`config.mk`:
```
export PLATFORM = sky130hd
export DESIGN_NAME = superfast_hash_stream
export DESIGN_NICKNAME = d
export VERILOG_FILES = /design/src/shs_pkg.sv /design/src/shs_finish.sv /design/src/superfast_hash_stream.sv
export SDC_FILE = /design/constraint.sdc
export NUM_CORES = 1
export LEC_CHECK = 0
export ABC_CLOCK_PERIOD_IN_PS = 5400
export BUFFER_PORTS_ARGS = -buffer_cell sky130_fd_sc_hd__buf_4
export CAP_MARGIN = 20
export CORE_MARGIN = 2
export CORE_UTILIZATION = 59
export CTS_CLUSTER_SIZE = 24
export DETAILED_ROUTE_END_ITERATION = 10
export GPL_ROUTABILITY_DRIVEN = 1
export PLACE_DENSITY = 0.79
export SKIP_LAST_GASP = 1
export SYNTH_ARGS = -nofsm -noshare
export SYNTH_HDL_FRONTEND = slang
export SYNTH_SLANG_ARGS = --single-unit
```
`constraint.sdc`:
```
create_clock -name clock -period 5.4 [get_ports clock]
set_input_delay 1.08 -clock clock [delete_from_list [all_inputs] [get_ports clock]]
set_output_delay 1.08 -clock clock [all_outputs]
set_load 0.1 [all_outputs]
```
`src/shs_pkg.sv`:
```
// Package with the types and mixing functions of the hash stream block.
package shs_pkg;

   // State snapshot handed to the finishing pipeline on a last beat.
   typedef struct packed {
      logic [31:0] hash;
      logic [23:0] bytes;
      logic [1:0]  count;
   } fin_type;

   localparam logic [1:0] CNT_NONE  = 2'd0;
   localparam logic [1:0] CNT_ONE   = 2'd1;
   localparam logic [1:0] CNT_TWO   = 2'd2;
   localparam logic [1:0] CNT_THREE = 2'd3;

   // One round over a full group, halves read little-endian.
   function automatic logic [31:0] mix_group(input logic [31:0] h_i,
                                             input logic [15:0] lo_i,
                                             input logic [15:0] hi_i);
      logic [31:0] h;
      logic [31:0] t;
      h = h_i + {16'd0, lo_i};
      t = {5'd0, hi_i, 11'd0} ^ h;
      h = {h[15:0], 16'd0} ^ t;
      h = h + {11'd0, h[31:11]};
      return h;
   endfunction

   // Mix of the one to three bytes left over at the end of a message.
   function automatic logic [31:0] tail_mix(input logic [31:0] h_i,
                                            input logic [23:0] bytes_i,
                                            input logic [1:0]  count_i);
      logic [31:0] h;
      h = h_i;
      unique case (count_i)
         CNT_ONE: begin
            h = h + {24'd0, bytes_i[7:0]};
            h = h ^ {h[21:0], 10'd0};
            h = h + {1'b0, h[31:1]};
         end
         CNT_TWO: begin
            h = h + {16'd0, bytes_i[15:0]};
            h = h ^ {h[20:0], 11'd0};
            h = h + {17'd0, h[31:17]};
         end
         CNT_THREE: begin
            h = h + {16'd0, bytes_i[15:0]};
            h = h ^ {h[15:0], 16'd0};
            h = h ^ {6'd0, bytes_i[23:16], 18'd0};
            h = h + {11'd0, h[31:11]};
         end
         default: begin
            h = h_i;
         end
      endcase
      return h;
   endfunction

   // First half of the avalanche.
   function automatic logic [31:0] aval_a(input logic [31:0] h_i);
      logic [31:0] h;
      h = h_i ^ {h_i[28:0], 3'd0};
      h = h + {5'd0, h[31:5]};
      h = h ^ {h[27:0], 4'd0};
      return h;
   endfunction

   // Second half of the avalanche.
   function automatic logic [31:0] aval_b(input logic [31:0] h_i);
      logic [31:0] h;
      h = h_i + {17'd0, h_i[31:17]};
      h = h ^ {h[6:0], 25'd0};
      h = h + {6'd0, h[31:6]};
      return h;
   endfunction

endpackage

```
`src/shs_finish.sv`:
```
// Finishing pipeline: tail mix, avalanche and the result register.
module shs_finish (
   input  logic             clock,
   input  logic             reset,
   input  logic             fin_valid,
   input  shs_pkg::fin_type fin_data,
   output logic             fin_ready,
   output logic             rsp_valid,
   output logic [31:0]      rsp_hash_value,
   input  logic             rsp_stall
);
   import shs_pkg::*;

   logic        v1_ff, v1_in, v2_ff, v2_in, v3_ff, v3_in, vo_ff, vo_in;
   fin_type     s1_ff, s1_in;
   logic [31:0] s2_ff, s2_in, s3_ff, s3_in, so_ff, so_in;
   logic        adv_out, rdy3, rdy2, rdy1;

   // Each stage takes a new beat when it is empty or its beat moves on.
   assign adv_out   = !vo_ff || !rsp_stall;
   assign rdy3      = !v3_ff || adv_out;
   assign rdy2      = !v2_ff || rdy3;
   assign rdy1      = !v1_ff || rdy2;
   assign fin_ready = rdy1;

   // Next valid bits and payloads of the four stages.
   always_comb begin
      v1_in = rdy1    ? fin_valid : v1_ff;
      v2_in = rdy2    ? v1_ff     : v2_ff;
      v3_in = rdy3    ? v2_ff     : v3_ff;
      vo_in = adv_out ? v3_ff     : vo_ff;
      s1_in = (rdy1 && fin_valid) ? fin_data : s1_ff;
      s2_in = (rdy2 && v1_ff) ? tail_mix(s1_ff.hash, s1_ff.bytes, s1_ff.count) : s2_ff;
      s3_in = (rdy3 && v2_ff) ? aval_a(s2_ff) : s3_ff;
      so_in = (adv_out && v3_ff) ? aval_b(s3_ff) : so_ff;
   end

   // Valid bits clear on reset.
   always_ff @(posedge clock) begin
      if (reset) begin
         v1_ff <= 1'b0;
         v2_ff <= 1'b0;
         v3_ff <= 1'b0;
         vo_ff <= 1'b0;
      end else begin
         v1_ff <= v1_in;
         v2_ff <= v2_in;
         v3_ff <= v3_in;
         vo_ff <= vo_in;
      end
   end

   // Payload registers.
   always_ff @(posedge clock) begin
      s1_ff <= s1_in;
      s2_ff <= s2_in;
      s3_ff <= s3_in;
      so_ff <= so_in;
   end

   assign rsp_valid      = vo_ff;
   assign rsp_hash_value = so_ff;

endmodule

```
`src/superfast_hash_stream.sv`:
```
// Top level of the streaming 32-bit SuperFastHash block.
// A last beat passes the input register, then s1, s2, s3 and so, to reach the rsp port.
// Throughput: one beat per cycle unless stalled; the running hash round is a single stage.
// The finishing pipeline holds up to four messages, so stalls propagate back to req_stall.
// Reset (synchronous) clears the running hash, gathered bytes and all valid bits.
module superfast_hash_stream (
   input  logic        clock,
   input  logic        reset,
   input  logic        req_valid,
   output logic        req_stall,
   input  logic [7:0]  req_data_byte,
   input  logic        req_byte_present,
   input  logic        req_last_item,
   output logic        rsp_valid,
   input  logic        rsp_stall,
   output logic [31:0] rsp_hash_value
);
   import shs_pkg::*;

   logic        v0_ff, v0_in;
   logic [7:0]  byte_ff, byte_in;
   logic        present_ff, present_in;
   logic        last_ff, last_in;
   logic [31:0] hash_ff, hash_in;
   logic [23:0] bytes_ff, bytes_in;
   logic [1:0]  count_ff, count_in;
   logic [31:0] hash_upd;
   logic [23:0] bytes_upd;
   logic [1:0]  count_upd;
   logic        go0;
   logic        fin_ready;
   fin_type     fin_data;

   // The input beat leaves when it ends no message or the finisher can take it.
   assign go0       = v0_ff && (!last_ff || fin_ready);
   assign req_stall = v0_ff && !go0;

   // Input register.
   always_comb begin
      v0_in      = req_stall ? v0_ff : req_valid;
      byte_in    = byte_ff;
      present_in = present_ff;
      last_in    = last_ff;
      if (req_valid && !req_stall) begin
         byte_in    = req_data_byte;
         present_in = req_byte_present;
         last_in    = req_last_item;
      end
   end

   // Gather a byte, or mix the full group when it is the fourth one.
   always_comb begin
      hash_upd  = hash_ff;
      bytes_upd = bytes_ff;
      count_upd = count_ff;
      if (present_ff) begin
         unique case (count_ff)
            CNT_NONE: begin
               bytes_upd[7:0] = byte_ff;
               count_upd      = CNT_ONE;
            end
            CNT_ONE: begin
               bytes_upd[15:8] = byte_ff;
               count_upd       = CNT_TWO;
            end
            CNT_TWO: begin
               bytes_upd[23:16] = byte_ff;
               count_upd        = CNT_THREE;
            end
            default: begin
               hash_upd  = mix_group(hash_ff, bytes_ff[15:0], {byte_ff, bytes_ff[23:16]});
               bytes_upd = '0;
               count_upd = CNT_NONE;
            end
         endcase
      end
   end

   // Commit the update; a last beat hands the state over and starts afresh.
   always_comb begin
      hash_in  = hash_ff;
      bytes_in = bytes_ff;
      count_in = count_ff;
      if (go0) begin
         if (last_ff) begin
            hash_in  = '0;
            bytes_in = '0;
            count_in = CNT_NONE;
         end else begin
            hash_in  = hash_upd;
            bytes_in = bytes_upd;
            count_in = count_upd;
         end
      end
   end

   assign fin_data.hash  = hash_upd;
   assign fin_data.bytes = bytes_upd;
   assign fin_data.count = count_upd;

   // Control state and running hash.
   always_ff @(posedge clock) begin
      if (reset) begin
         v0_ff    <= 1'b0;
         hash_ff  <= '0;
         bytes_ff <= '0;
         count_ff <= CNT_NONE;
      end else begin
         v0_ff    <= v0_in;
         hash_ff  <= hash_in;
         bytes_ff <= bytes_in;
         count_ff <= count_in;
      end
   end

   // Input payload register.
   always_ff @(posedge clock) begin
      byte_ff    <= byte_in;
      present_ff <= present_in;
      last_ff    <= last_in;
   end

   shs_finish u_finish (
      .clock          (clock),
      .reset          (reset),
      .fin_valid      (v0_ff && last_ff),
      .fin_data       (fin_data),
      .fin_ready      (fin_ready),
      .rsp_valid      (rsp_valid),
      .rsp_hash_value (rsp_hash_value),
      .rsp_stall      (rsp_stall)
   );

endmodule

```
==> impl_metrics.yaml <==
cts:
  clock-root-buffer: "sky130_fd_sc_hd__clkbuf_16"
  number_of_sinks_handled_by_clock_tree_synthesis: 227
  clk_path_buf_depth: 3
  cts-htree-levels: 1
  clock_tree_from_tritoncts: "yes"
  cts_inserted_buffers: 25
  clk_transition_reported_paths_ns: 0.06
  insertion_delay_ns: 0.54
  postCtsHoldBufs: 0
yosys:
  synth-seq-cells: 227
  share_of_flip_flops_with_an_asynchronous_set_or_reset_after_synthesis_pct: 0
  seq_area_frac_synth_pct: 29.1
  postSynthCellCount: 2351
  synth_edf_count: 164
  yosysUniqueCellTypes: 96
  syn_area_mm2: 0.0212
  synth_ff_type: "sky130_fd_sc_hd__edfxtp_1"
  synthesized_area_per_cell_um2: 9.03
  yosys_warnings: 0
  synth.net_count: 2567
outcome:
  result_of_the_run: "complete, but fails checks"
  violations: "setup timing"
die:
  top_level_port_count: 48
  area_of_the_placeable_core_mm2: 0.0355
  die_boundary_height_um: 194
  rows: 69
  die_area_mm2: 0.0375
  floorplan.initialDensity_pct: 59.9
  die-width_um: 194
routing:
  vias_per_cell: 6.46
  first_pass_iters: 6
  wl_per_cell_um: 22.4
  remaining_antenna_violation_count_after_routing: 0
  routed_wirelength_um: 70300
  post-route-drc-count: 0
  drt_iter0_markers: 2104
  num_vias: 20251
layout:
  multiInputGateArea_mm2: 0.0155
  area_growth_from_synthesis_to_layout_pct: 22.4
  n_antenna_cell: 0
  finish.net_count: 2874
  area_taken_by_flip_flops_and_latches_mm2: 0.00619
  final_design_area_no_fill_mm2: 0.0260
  n_fill_cell: 2602
  post_route_cells_drive_above_1_share_pct: 22.5
sta:
  period_needed_ns: 5.47
  tcrit_tclk_final_pct: 101
  worst-slew-pin-transition_ns: 1.10
  skew_ns: 0.0154
  fmax_mhz: 183
  unrepaired_setup_endpoints_after_global_routing: "yes"
  hold_violations: 0
  drv_slew: 0
  slew-limit-headroom_pct: 26.4
  worst_slack_ns: -0.0743
  finalSetupViolations: 9
global_routing:
  first_global_vias: 19202
  grt_first_pass_wirelength_um: 106000
  antenna_found_initial: 0
  grt_max_degree: 62
  grt_util_all_layers_pct: 35.5
  grt-ovfl-total: 0
worst_setup_path:
  critPathSlowestCell: "sky130_fd_sc_hd__or4_4"
  critical_path.most_common_cell: "sky130_fd_sc_hd__buf_4"
  worst_ep_arrival_time_ns: 5.74
  critical_path.cell_chain: "ha_4, and4_4, nand4_4, or4_4, buf_6, buf_4, and2_4, a311oi_2, buf_4, xnor2_2, ha_4, a21oi_2, nor2b_1, o21a_1, nor2b_2, o21ai_2, a31o_2, buf_4, a21o_1, a211oi_2, nor2_2, mux4_2"
  critical-path-max-stage-delay_ns: 0.57
  cp-start-kind: "register"
  timing_worst_setup_path_type: "register to register"
  cp.buffers_inverters: 4
  setup.worst_path.end_class: "register"
  required_ns: 5.67
  crit_family: "simple AND/OR/NAND/NOR gates"
  critical_path_peak_fanout: 3
pwr:
  finalPower_w: 0.00679
  ir_worst_vdd_uv: 264
  p_per_area_mw_per_mm2: 261
  power.leakage_nw: 10.7
place:
  hpwlAfterDp_um: 54500
  postPlaceCellArea_mm2: 0.0238
  gp_routability_congestion: 1.05
  buffer_ports.inserted: 47
flow_run:
  cap_violations: 0
hold_path:
  hold_path.class: "register to register"
logic make-up after synthesis:
kind of cell / count (synthesis) / share of synthesized area (%)
compound gates: 658 / 20.5
mux: 32 / 2.70
buf+inv: 142 / 2.56
fa+ha+maj: 202 / 12.2
simple gates: 683 / 15.5
xor+xnor: 407 / 17.4
flops: 227 / 29.1
worst reg2reg max path, cell delays in order, from the launching register on:
cell,delay [ns]
sky130_fd_sc_hd__edfxtp_1,0.44
sky130_fd_sc_hd__ha_4,0.30
sky130_fd_sc_hd__and4_4,0.26
sky130_fd_sc_hd__nand4_4,0.13
sky130_fd_sc_hd__or4_4,0.57
sky130_fd_sc_hd__buf_6,0.15
sky130_fd_sc_hd__buf_4,0.14
sky130_fd_sc_hd__and2_4,0.17
sky130_fd_sc_hd__a311oi_2,0.29
sky130_fd_sc_hd__buf_4,0.22
sky130_fd_sc_hd__xnor2_2,0.17
sky130_fd_sc_hd__ha_4,0.26
sky130_fd_sc_hd__a21oi_2,0.14
sky130_fd_sc_hd__nor2b_1,0.08
sky130_fd_sc_hd__o21a_1,0.20
sky130_fd_sc_hd__nor2b_2,0.20
sky130_fd_sc_hd__o21ai_2,0.09
sky130_fd_sc_hd__a31o_2,0.27
sky130_fd_sc_hd__buf_4,0.14
sky130_fd_sc_hd__a21o_1,0.18
sky130_fd_sc_hd__a211oi_2,0.22
sky130_fd_sc_hd__nor2_2,0.08
sky130_fd_sc_hd__mux4_2,0.52
final timing paths:
check / from / to / slack [ns] / cells past startpoint
worst max-delay path: u_finish.s1_ff[12] / u_finish.s2_ff[15] / -0.07 / 22
worst min register to register: bytes_ff[6] / bytes_ff[6] / 0.48 / 2
worst max register to register: u_finish.s1_ff[12] / u_finish.s2_ff[15] / -0.07 / 22
worst min-delay path: bytes_ff[6] / bytes_ff[6] / 0.48 / 2
routing by layer:
layer	up-vias	part of all wire, %	GRT usage (%)
li1	9274	-	-
met1	9565	38	45.7
met2	1149	46	59.3
met3	263	9.6	4.91
met4	0	5.5	16.5
met5	-	0	0
per-stage QoR:
step                worst slack, ns  TNS (ns)  hold WS [ns]  util (%)  cells
floorplan                    0.0232         0         0.444         -   2351
global placement             -0.341     -1.69         0.458      67.1   3041
detailed placement           -0.361     -3.86         0.472      67.1   3042
CTS                         -0.0186   -0.0186         0.479      70.2   3100
global route                 -0.259     -2.60         0.498      73.3   3137
finish                      -0.0743    -0.239         0.476      73.3   3137
what timing repair did:
action	CTS	global route
endpoints found under the setup margin	42	58
pin swaps	14	71
setup buffers	13	37
resized for setup	43	159
cell usage after synthesis, types with 8 or more instances:
library cell	n	area share [%]
sky130_fd_sc_hd__dfxtp_1	63	5.9
sky130_fd_sc_hd__o21a_1	46	1.6
sky130_fd_sc_hd__a211oi_1	25	0.88
sky130_fd_sc_hd__o211ai_1	16	0.57
sky130_fd_sc_hd__o21ai_0	111	2.6
sky130_fd_sc_hd__a31oi_1	17	0.50
sky130_fd_sc_hd__o31a_1	8	0.33
sky130_fd_sc_hd__mux4_2	20	2.1
sky130_fd_sc_hd__a41oi_1	8	0.33
sky130_fd_sc_hd__a21oi_1	187	4.4
sky130_fd_sc_hd__nor2_1	186	3.3
sky130_fd_sc_hd__nand2_1	185	3.3
sky130_fd_sc_hd__xor2_1	149	6.1
sky130_fd_sc_hd__ha_1	193	11
sky130_fd_sc_hd__nor3_1	45	1.1
sky130_fd_sc_hd__nand4_1	19	0.56
sky130_fd_sc_hd__a22o_1	27	1.1
sky130_fd_sc_hd__edfxtp_1	164	23
sky130_fd_sc_hd__fa_1	9	0.85
sky130_fd_sc_hd__xnor2_1	247	10
sky130_fd_sc_hd__and2_1	21	0.62
sky130_fd_sc_hd__mux2i_1	9	0.42
sky130_fd_sc_hd__or3_1	9	0.27
sky130_fd_sc_hd__nor2b_1	20	0.59
sky130_fd_sc_hd__o21bai_1	22	0.78
sky130_fd_sc_hd__clkbuf_1	49	0.87
sky130_fd_sc_hd__inv_1	79	1.4
sky130_fd_sc_hd__nand2b_1	21	0.62
sky130_fd_sc_hd__and3_1	37	1.1
sky130_fd_sc_hd__a21o_1	65	2.3
sky130_fd_sc_hd__a22oi_1	28	0.99
sky130_fd_sc_hd__nand3_1	90	2.1
sky130_fd_sc_hd__o21ai_1	12	0.28
flip-flops by register name, indices dropped and copies added, names as in the netlist, 2 cells and up:
register,cells
byte_ff,8
bytes_ff,24
count_ff,2
hash_ff,32
u_finish.rsp_hash_value,32
u_finish.s1_ff,58
u_finish.s2_ff,32
u_finish.s3_ff,32
final cells by class:
cell class | count | area share (%)
Multi-Input combinational cell | 1982 | 59.7
Sequential cell | 227 | 23.8
Timing Repair Buffer | 342 | 9.99
Clock buffer | 35 | 2.79
Tap cell | 461 | 2.22
Inverter | 80 | 1.15
Clock inverter | 10 | 0.342
power by group:
group / leakage, nW / switching [W] / total [W] / internal, W
combinational: 8.27 / 0.00165 / 0.00304 / 0.00139
sequential: 2.01 / 0.0000527 / 0.00204 / 0.00199
clock: 0.404 / 0.000719 / 0.00171 / 0.000987
cell usage in the layout, fill, tap and decap left out, drive strengths merged, types with 7 or more instances in the layout:
master	synthesis	final
xor2	149	149
mux2i	9	9
ha	193	193
and4	7	7
a31oi	17	17
a22oi	28	28
a21o	65	65
nand2b	21	21
a311oi	7	7
o21bai	22	22
buf	13	342
or2	7	7
a21oi	188	188
o31a	8	8
nand2	186	186
clkbuf	49	35
inv	80	82
or3	9	9
a22o	27	27
o211ai	17	17
a41oi	8	8
a211oi	25	25
o41ai	8	8
nor2b	20	20
fa	9	9
nor3	46	46
edfxtp	164	164
o21a	47	47
and2	24	24
dfxtp	63	63
o21ai	125	125
nand3	91	91
xnor2	253	253
nand4	20	20
nor2	186	186
mux4	20	20
and3	37	37
(Power assumes the default switching activity.)
